$ cat config.mk
export PLATFORM = sky130hd
export DESIGN_NAME = accel_fall_detector
export DESIGN_NICKNAME = d
export VERILOG_FILES = /design/src/rtl/core/afd_pkg.sv /design/src/rtl/core/afd_magnitude.sv /design/src/rtl/core/afd_detector.sv /design/src/rtl/core/accel_fall_detector.sv
export SDC_FILE = /design/constraint.sdc
export NUM_CORES = 1
export LEC_CHECK = 0
export ABC_AREA = 1
export ABC_CLOCK_PERIOD_IN_PS = 12550
export BUFFER_PORTS_ARGS = -buffer_cell sky130_fd_sc_hd__clkbuf_2
export CORE_MARGIN = 2
export CORE_UTILIZATION = 50
export DETAILED_ROUTE_END_ITERATION = 10
export PLACE_DENSITY = 0.67
export SYNTH_ARGS = -nofsm -noshare
export SYNTH_HDL_FRONTEND = slang
export SYNTH_HIERARCHICAL = 1
export SYNTH_SLANG_ARGS = --single-unit
$ cat constraint.sdc
create_clock -name clk -period 12.55 [get_ports clk]
set_clock_uncertainty 0.05 [all_clocks]
set_input_delay 2.51 -clock clk [delete_from_list [all_inputs] [get_ports clk]]
set_output_delay 2.51 -clock clk [all_outputs]
set_load 0.005 [all_outputs]
$ cat src/rtl/core/afd_pkg.sv
// Shared constants and types for the accelerometer fall detector
`timescale 1ns / 1ps

package afd_pkg;

  localparam int SAMPLE_BITS_DEFAULT = 13;
  localparam int MAG_W               = 26;
  localparam int CFG_IDX_W           = 3;
  localparam int COUNT_W             = 3;

  localparam logic [MAG_W-1:0] MAG_MAX = {MAG_W{1'b1}};

  localparam logic [MAG_W-1:0] LOW_LEVEL_RST      = MAG_W'(200000);
  localparam logic [MAG_W-1:0] VERY_LOW_LEVEL_RST = MAG_W'(40000);
  localparam logic [MAG_W-1:0] IMPACT_LEVEL_RST   = MAG_W'(10000000);
  localparam logic [MAG_W-1:0] NORMAL_FLOOR_RST   = MAG_W'(800000);
  localparam logic [MAG_W-1:0] NORMAL_CEILING_RST = MAG_W'(1200000);

  localparam logic [CFG_IDX_W-1:0] REG_LOW_LEVEL      = 3'd0;
  localparam logic [CFG_IDX_W-1:0] REG_VERY_LOW_LEVEL = 3'd1;
  localparam logic [CFG_IDX_W-1:0] REG_IMPACT_LEVEL   = 3'd2;
  localparam logic [CFG_IDX_W-1:0] REG_NORMAL_FLOOR   = 3'd3;
  localparam logic [CFG_IDX_W-1:0] REG_NORMAL_CEILING = 3'd4;

  localparam logic [COUNT_W-1:0] FREE_FALL_COUNT = 3'd4;
  localparam logic [COUNT_W-1:0] SETTLE_SAMPLES  = 3'd4;
  localparam logic [COUNT_W-1:0] NORMAL_SAMPLES  = 3'd4;
  localparam logic [COUNT_W-1:0] COUNT_MAX       = 3'd7;

  typedef struct packed {
    logic             valid;
    logic [MAG_W-1:0] value;
  } mag_item_t;

endpackage

$ cat src/rtl/core/afd_magnitude.sv
// Sample register and saturated sum of squares
`timescale 1ns / 1ps

module afd_magnitude #(
  parameter int SAMPLE_BITS = afd_pkg::SAMPLE_BITS_DEFAULT
) (
  input  logic                          clk,
  input  logic                          rst,
  input  logic                          in_valid,
  output logic                          in_stall,
  input  logic signed [SAMPLE_BITS-1:0] accel_x,
  input  logic signed [SAMPLE_BITS-1:0] accel_y,
  input  logic signed [SAMPLE_BITS-1:0] accel_z,
  output afd_pkg::mag_item_t            mag,
  input  logic                          mag_ready
);

  localparam int SQ_W  = 2 * SAMPLE_BITS;
  localparam int SUM_W = SQ_W + 2;
  localparam int CMP_W = (SUM_W > afd_pkg::MAG_W) ? SUM_W : afd_pkg::MAG_W;

  logic                   smp_valid;
  logic [SAMPLE_BITS-1:0] smp_x;
  logic [SAMPLE_BITS-1:0] smp_y;
  logic [SAMPLE_BITS-1:0] smp_z;
  logic [SQ_W-1:0]        sq_x;
  logic [SQ_W-1:0]        sq_y;
  logic [SQ_W-1:0]        sq_z;
  logic                   smp_ready;
  logic [SAMPLE_BITS-1:0] abs_x;
  logic [SAMPLE_BITS-1:0] abs_y;
  logic [SAMPLE_BITS-1:0] abs_z;
  logic [SUM_W-1:0]       sum;
  logic [CMP_W-1:0]       sum_ext;

  assign smp_ready = !smp_valid || mag_ready;
  assign in_stall  = !smp_ready;

  assign abs_x = smp_x[SAMPLE_BITS-1] ? (~smp_x + 1'b1) : smp_x;
  assign abs_y = smp_y[SAMPLE_BITS-1] ? (~smp_y + 1'b1) : smp_y;
  assign abs_z = smp_z[SAMPLE_BITS-1] ? (~smp_z + 1'b1) : smp_z;

  always_ff @(posedge clk) begin
    if (rst) begin
      smp_valid <= 1'b0;
    end else if (smp_ready) begin
      smp_valid <= in_valid;
    end
    if (smp_ready && in_valid) begin
      smp_x <= $unsigned(accel_x);
      smp_y <= $unsigned(accel_y);
      smp_z <= $unsigned(accel_z);
    end
  end

  assign sq_x = SQ_W'(abs_x) * SQ_W'(abs_x);
  assign sq_y = SQ_W'(abs_y) * SQ_W'(abs_y);
  assign sq_z = SQ_W'(abs_z) * SQ_W'(abs_z);

  assign sum     = SUM_W'(sq_x) + SUM_W'(sq_y) + SUM_W'(sq_z);
  assign sum_ext = CMP_W'(sum);

  always_comb begin
    mag.valid = smp_valid;
    if (sum_ext > CMP_W'(afd_pkg::MAG_MAX)) begin
      mag.value = afd_pkg::MAG_MAX;
    end else begin
      mag.value = sum_ext[afd_pkg::MAG_W-1:0];
    end
  end

endmodule

$ cat src/rtl/core/afd_detector.sv
// Threshold registers, fall sequence state and result register
`timescale 1ns / 1ps

module afd_detector (
  input  logic                             clk,
  input  logic                             rst,
  input  logic                             cfg_we,
  input  logic [afd_pkg::CFG_IDX_W-1:0]    cfg_index,
  input  logic [afd_pkg::MAG_W-1:0]        cfg_data,
  input  afd_pkg::mag_item_t               mag,
  output logic                             mag_ready,
  output logic                             out_valid,
  input  logic                             out_stall,
  output logic [afd_pkg::MAG_W-1:0]        magnitude_sq,
  output logic                             free_fall,
  output logic                             impact,
  output logic                             fall_detected
);

  logic [afd_pkg::MAG_W-1:0]   low_level;
  logic [afd_pkg::MAG_W-1:0]   very_low_level;
  logic [afd_pkg::MAG_W-1:0]   impact_level;
  logic [afd_pkg::MAG_W-1:0]   normal_floor;
  logic [afd_pkg::MAG_W-1:0]   normal_ceiling;

  logic [afd_pkg::COUNT_W-1:0] possible_fall_count;
  logic                        free_fall_flag;
  logic                        impact_flag;
  logic [afd_pkg::COUNT_W-1:0] settle_count;
  logic [afd_pkg::COUNT_W-1:0] normal_count;

  logic [afd_pkg::COUNT_W-1:0] possible_fall_count_next;
  logic                        free_fall_flag_next;
  logic                        impact_flag_next;
  logic [afd_pkg::COUNT_W-1:0] settle_count_next;
  logic [afd_pkg::COUNT_W-1:0] normal_count_next;
  logic                        fall_next;
  logic                        load;

  function automatic logic [afd_pkg::COUNT_W-1:0] sat_inc(
    input logic [afd_pkg::COUNT_W-1:0] c
  );
    return (c < afd_pkg::COUNT_MAX) ? c + 1'b1 : afd_pkg::COUNT_MAX;
  endfunction

  always_ff @(posedge clk) begin
    if (rst) begin
      low_level      <= afd_pkg::LOW_LEVEL_RST;
      very_low_level <= afd_pkg::VERY_LOW_LEVEL_RST;
      impact_level   <= afd_pkg::IMPACT_LEVEL_RST;
      normal_floor   <= afd_pkg::NORMAL_FLOOR_RST;
      normal_ceiling <= afd_pkg::NORMAL_CEILING_RST;
    end else if (cfg_we) begin
      case (cfg_index)
        afd_pkg::REG_LOW_LEVEL:      low_level      <= cfg_data;
        afd_pkg::REG_VERY_LOW_LEVEL: very_low_level <= cfg_data;
        afd_pkg::REG_IMPACT_LEVEL:   impact_level   <= cfg_data;
        afd_pkg::REG_NORMAL_FLOOR:   normal_floor   <= cfg_data;
        afd_pkg::REG_NORMAL_CEILING: normal_ceiling <= cfg_data;
        default: ;
      endcase
    end
  end

  assign mag_ready = !out_valid || !out_stall;
  assign load      = mag.valid && mag_ready;

  always_comb begin
    possible_fall_count_next = possible_fall_count;
    free_fall_flag_next      = free_fall_flag;
    settle_count_next        = settle_count;
    normal_count_next        = normal_count;
    fall_next                = 1'b0;

    if (mag.value < low_level) begin
      if (possible_fall_count == '0) begin
        possible_fall_count_next = 3'd1;
      end
      if (mag.value < very_low_level) begin
        possible_fall_count_next = sat_inc(possible_fall_count_next);
      end
      if (possible_fall_count_next == afd_pkg::FREE_FALL_COUNT) begin
        free_fall_flag_next = 1'b1;
      end
    end else begin
      possible_fall_count_next = '0;
    end

    impact_flag_next = impact_flag || (free_fall_flag_next && (mag.value > impact_level));

    if (impact_flag_next) begin
      settle_count_next = sat_inc(settle_count);
      if (settle_count_next > afd_pkg::SETTLE_SAMPLES) begin
        if ((mag.value < normal_ceiling) && (mag.value > normal_floor)) begin
          normal_count_next = sat_inc(normal_count);
        end else begin
          normal_count_next = '0;
        end
      end
      if (normal_count_next > afd_pkg::NORMAL_SAMPLES) begin
        fall_next                = 1'b1;
        possible_fall_count_next = '0;
        free_fall_flag_next      = 1'b0;
        impact_flag_next         = 1'b0;
        settle_count_next        = '0;
        normal_count_next        = '0;
      end
    end
  end

  always_ff @(posedge clk) begin
    if (rst) begin
      possible_fall_count <= '0;
      free_fall_flag      <= 1'b0;
      impact_flag         <= 1'b0;
      settle_count        <= '0;
      normal_count        <= '0;
      out_valid           <= 1'b0;
    end else begin
      if (load) begin
        possible_fall_count <= possible_fall_count_next;
        free_fall_flag      <= free_fall_flag_next;
        impact_flag         <= impact_flag_next;
        settle_count        <= settle_count_next;
        normal_count        <= normal_count_next;
      end
      if (mag_ready) begin
        out_valid <= mag.valid;
      end
    end
  end

  always_ff @(posedge clk) begin
    if (load) begin
      magnitude_sq  <= mag.value;
      free_fall     <= free_fall_flag_next;
      impact        <= impact_flag_next;
      fall_detected <= fall_next;
    end
  end

  a_fall_clears_flags: assert property (@(posedge clk) disable iff (rst)
    (out_valid && fall_detected) |-> (!free_fall && !impact))
    else $error("fall reported with flags still set");

  a_fall_clears_state: assert property (@(posedge clk) disable iff (rst)
    (load && fall_next) |=> ((possible_fall_count == '0) && !free_fall_flag &&
                             !impact_flag && (settle_count == '0) && (normal_count == '0)))
    else $error("state not cleared after fall");

  a_impact_needs_free_fall: assert property (@(posedge clk) disable iff (rst)
    impact_flag |-> free_fall_flag)
    else $error("impact latched without free fall");

  a_counts_idle_before_impact: assert property (@(posedge clk) disable iff (rst)
    !impact_flag |-> ((settle_count == '0) && (normal_count == '0)))
    else $error("settle or normal count moved before impact");

  a_normal_after_settle: assert property (@(posedge clk) disable iff (rst)
    (normal_count != '0) |-> (settle_count > afd_pkg::SETTLE_SAMPLES))
    else $error("normal count advanced during settling");

endmodule

$ cat src/rtl/core/accel_fall_detector.sv
// Top level of the accelerometer fall detector
//
//   channel  direction  handshake            payload
//   in       input      in_valid / in_stall  accel_x, accel_y, accel_z
//   out      output     out_valid / out_stall magnitude_sq, free_fall, impact, fall_detected
//   cfg      input      cfg_we               cfg_index, cfg_data
//
// One item per cycle while out_stall is low; each item passes through the sample
// register and then the result register.
// The three squares, their sum, the compares and the counter update all sit
// between the sample register and the result register.
// Reset clears the pipeline, the sequence state and loads the default thresholds.
// out_stall holds the result; each stage still takes an item while the one after
// it has room, so in_stall rises only when every stage is full.
`timescale 1ns / 1ps

module accel_fall_detector #(
  parameter int SAMPLE_BITS = afd_pkg::SAMPLE_BITS_DEFAULT
) (
  input  logic                          clk,
  input  logic                          rst,
  input  logic                          cfg_we,
  input  logic [afd_pkg::CFG_IDX_W-1:0] cfg_index,
  input  logic [afd_pkg::MAG_W-1:0]     cfg_data,
  input  logic                          in_valid,
  output logic                          in_stall,
  input  logic signed [SAMPLE_BITS-1:0] accel_x,
  input  logic signed [SAMPLE_BITS-1:0] accel_y,
  input  logic signed [SAMPLE_BITS-1:0] accel_z,
  output logic                          out_valid,
  input  logic                          out_stall,
  output logic [afd_pkg::MAG_W-1:0]     magnitude_sq,
  output logic                          free_fall,
  output logic                          impact,
  output logic                          fall_detected
);

  afd_pkg::mag_item_t mag;
  logic               mag_ready;

  afd_magnitude #(
    .SAMPLE_BITS(SAMPLE_BITS)
  ) u_magnitude (
    .clk       (clk),
    .rst       (rst),
    .in_valid  (in_valid),
    .in_stall  (in_stall),
    .accel_x   (accel_x),
    .accel_y   (accel_y),
    .accel_z   (accel_z),
    .mag       (mag),
    .mag_ready (mag_ready)
  );

  afd_detector u_detector (
    .clk           (clk),
    .rst           (rst),
    .cfg_we        (cfg_we),
    .cfg_index     (cfg_index),
    .cfg_data      (cfg_data),
    .mag           (mag),
    .mag_ready     (mag_ready),
    .out_valid     (out_valid),
    .out_stall     (out_stall),
    .magnitude_sq  (magnitude_sq),
    .free_fall     (free_fall),
    .impact        (impact),
    .fall_detected (fall_detected)
  );

endmodule
==> flow_metrics.py <==
metrics = {
    "outcome": {
        "status": "finished, final reports clean",
    },
    "clock_tree": {
        "cts_buffers": 25,
        "htree_levels": 1,
        "hold_buffers": 0,
        "clk_latency_ps": 570,
        "cts_setup_buffers": 0,
        "clockBufferDepth": 3,
        "cts_tree": "yes",
        "clkTransAtPathRegs_ps": 60,
        "cts-root-buf": "clkbuf_16",
        "clkSinkCount": 211,
        "cts_resized": 0,
    },
    "routing": {
        "drc": 0,
        "antenna_left": 0,
        "drtIter0Drc": 1131,
        "avgViaCountPerCell": 4.93,
        "num_vias": 19700,
        "wl_per_cell_um": 15.6,
        "wl_um": 62500,
        "drt-pass1-iter-count": 5,
    },
    "placed_design": {
        "portBuffers": 103,
        "dp_hpwl_um": 51800,
        "globalplace.congestion": 0.914,
    },
    "logic_synthesis": {
        "postSynth.asyncResetShare_pct": 0,
        "netlist.top_cell.by_area": "fa_1",
        "post-synth-top-count-cell": "inv_1",
        "ys.flop_type": "dfxtp_1",
        "ys_ff_latch": 211,
        "synth_area_um2": 26300,
        "yosysWarnings": 6,
        "synth_edf_count": 68,
        "synthTopCellsByArea": "fa_1, ha_1, inv_1, dfxtp_1, edfxtp_1",
        "synth_seq_area_share_pct": 18.6,
        "synth_cell_types": 47,
        "avgSynthCellArea_um2": 8.30,
        "netlist_instances": 3173,
        "ys_top_cells_by_count": "inv_1, nand2_1, fa_1, ha_1, nor2_1",
        "yosys.area.top_type_share_pct": 29.7,
    },
    "job": {
        "drv_cap": 0,
    },
    "setup_path": {
        "required_ps": 12820,
        "r2r_slack_ps": 800,
        "critPathSlowestCell": "xor2_1",
        "crit_path_start_kind": "flop",
        "max_stage_delay_ps": 890,
        "worst_path_most_repeated_cell": "nand2_1",
        "crit_fanout": 26,
        "arrival_ps": 12020,
        "end_kind": "flop",
        "r2r_cells": 47,
        "path_class": "flop to flop",
    },
    "sta": {
        "max_slew.worst_pin.slew_ps": 1130,
        "finalMaxSlewViolations": 0,
        "finalSetupTns_ps": 0,
        "report.final.setup_viol": 0,
        "whs_ps": 407,
        "fmax_mhz": 85.1,
        "final.min_clock_period_ps": 11750,
        "hold_viol": 0,
        "relSlewSlack_pct": 24.3,
        "fin_crit_sh_pct": 93.6,
        "rsz0062_at_grt": "no",
    },
    "worst_hold_path": {
        "hold_class": "flop to flop",
        "holdPathStages": 2,
    },
    "floorplan": {
        "dieArea_um2": 54500,
        "die_w_um": 234,
        "io_pins": 104,
        "core_um2": 52300,
        "start_util_pct": 50.3,
        "std_cell_rows": 84,
        "die_height_um": 234,
    },
    "finish": {
        "n_fill_cell": 4934,
        "diodes": 0,
        "layout-drive-gt1-share_pct": 7.20,
        "areaGrowthSynthToFinish_pct": 8.28,
        "nets": 4055,
    },
    "global_route": {
        "grt_pass1_wl_um": 103000,
        "grt_usage_pct": 24.2,
        "grt_pass1_vias": 19900,
        "overflow": 0,
        "grt_max_degree": 106,
        "grt_antenna_before_repair": 0,
    },
}
## routing by layer
layer	share of wire, %	routed length (um)	GRT usage, %
met3	6.5	4080	3.39
met5	0	0	0
met2	46	28600	39.5
met4	2.4	1490	5.60
met1	45	28300	34.2
## final cells by class
class,count,area [um^2],area share (%)
Sequential cell,211,4900,17.2
Clock inverter,11,140,0.491
Multi-Input combinational cell,2031,17900,62.8
Clock buffer,34,699,2.45
Tap cell,688,861,3.02
Inverter,900,3380,11.8
Timing Repair Buffer,118,628,2.20
## flip-flops by register name (all words and copies together) (netlist names), 3 cells and up
register and flops:
u_detector/impact_level 26, u_detector/low_level 26, u_detector/magnitude_sq 26, u_detector/normal_ceiling 26, u_detector/normal_count 3, u_detector/normal_floor 26
u_detector/possible_fall_count 3, u_detector/settle_count 3, u_detector/very_low_level 26, u_magnitude/smp_x 13, u_magnitude/smp_y 13, u_magnitude/smp_z 13
## critical path, delay by kind of cell (launching register included)
family	cells	cell delay (ps)
adders and majority gates	11	5140
DFF	1	520
buffers and inverters	8	750
xor gates and xnor gates	1	890
AOI/OAI and AO/OA	5	770
and+or+nand+nor	22	3380
## logic make-up (layout without fill, tap and decap cells)
| family | after synthesis | count (layout) | synth area share, % |
|---|---|---|---|
| and+or+nand+nor | 889 | 889 | 14.1 |
| buffers and inverters | 957 | 1063 | 13.8 |
| xor gates and xnor gates | 37 | 37 | 1.47 |
| adders and majority gates | 695 | 695 | 44.2 |
| DFF | 211 | 211 | 18.6 |
| AOI/OAI and AO/OA | 382 | 382 | 7.84 |
| other | 2 | 28 | 0.0285 |
## through the flow
| stage | instances | instance area [um^2] | worst slack (ps) | utilization (%) |
|---|---|---|---|---|
| global route | 3993 | 28500 | 57.2 | 54.5 |
| global placement | 3948 | 27700 | 1100 | 52.9 |
| CTS | 3993 | 28500 | 999 | 54.5 |
| floorplan | 3199 | 26400 | 3020 | - |
| finish | 3993 | 28500 | 803 | 54.5 |
| detailed placement | 3948 | 27700 | 993 | 52.9 |
## path summary, 6_finish.rpt
| kind | endpoint | startpoint |
|---|---|---|
| setup reg to reg | u_detector/free_fall | u_magnitude/smp_x[0] |
| setup / recovery | u_detector/free_fall | u_magnitude/smp_x[0] |
| hold / removal | u_detector/low_level[20] | u_detector/low_level[20] |
| hold reg to reg | u_detector/low_level[20] | u_detector/low_level[20] |
## placed cells by master, fill, tap and decap left out, types with 25 or more instances in the layout
cell       netlist  routed
clkbuf_16        0      25
conb_1           2      28
o21ai_0        132     132
ha_1           304     304
nand3_1         71      71
nand2_1        494     494
o211ai_1        31      31
a21oi_1        186     186
fa_1           391     391
inv_1          879     879
nor2_1         235     234
clkbuf_2         0     103
dfxtp_1        143     143
edfxtp_1        68      68
Power is not shown: default switching activity piles up to over one toggle a cycle in this logic, so the estimate is an artifact.
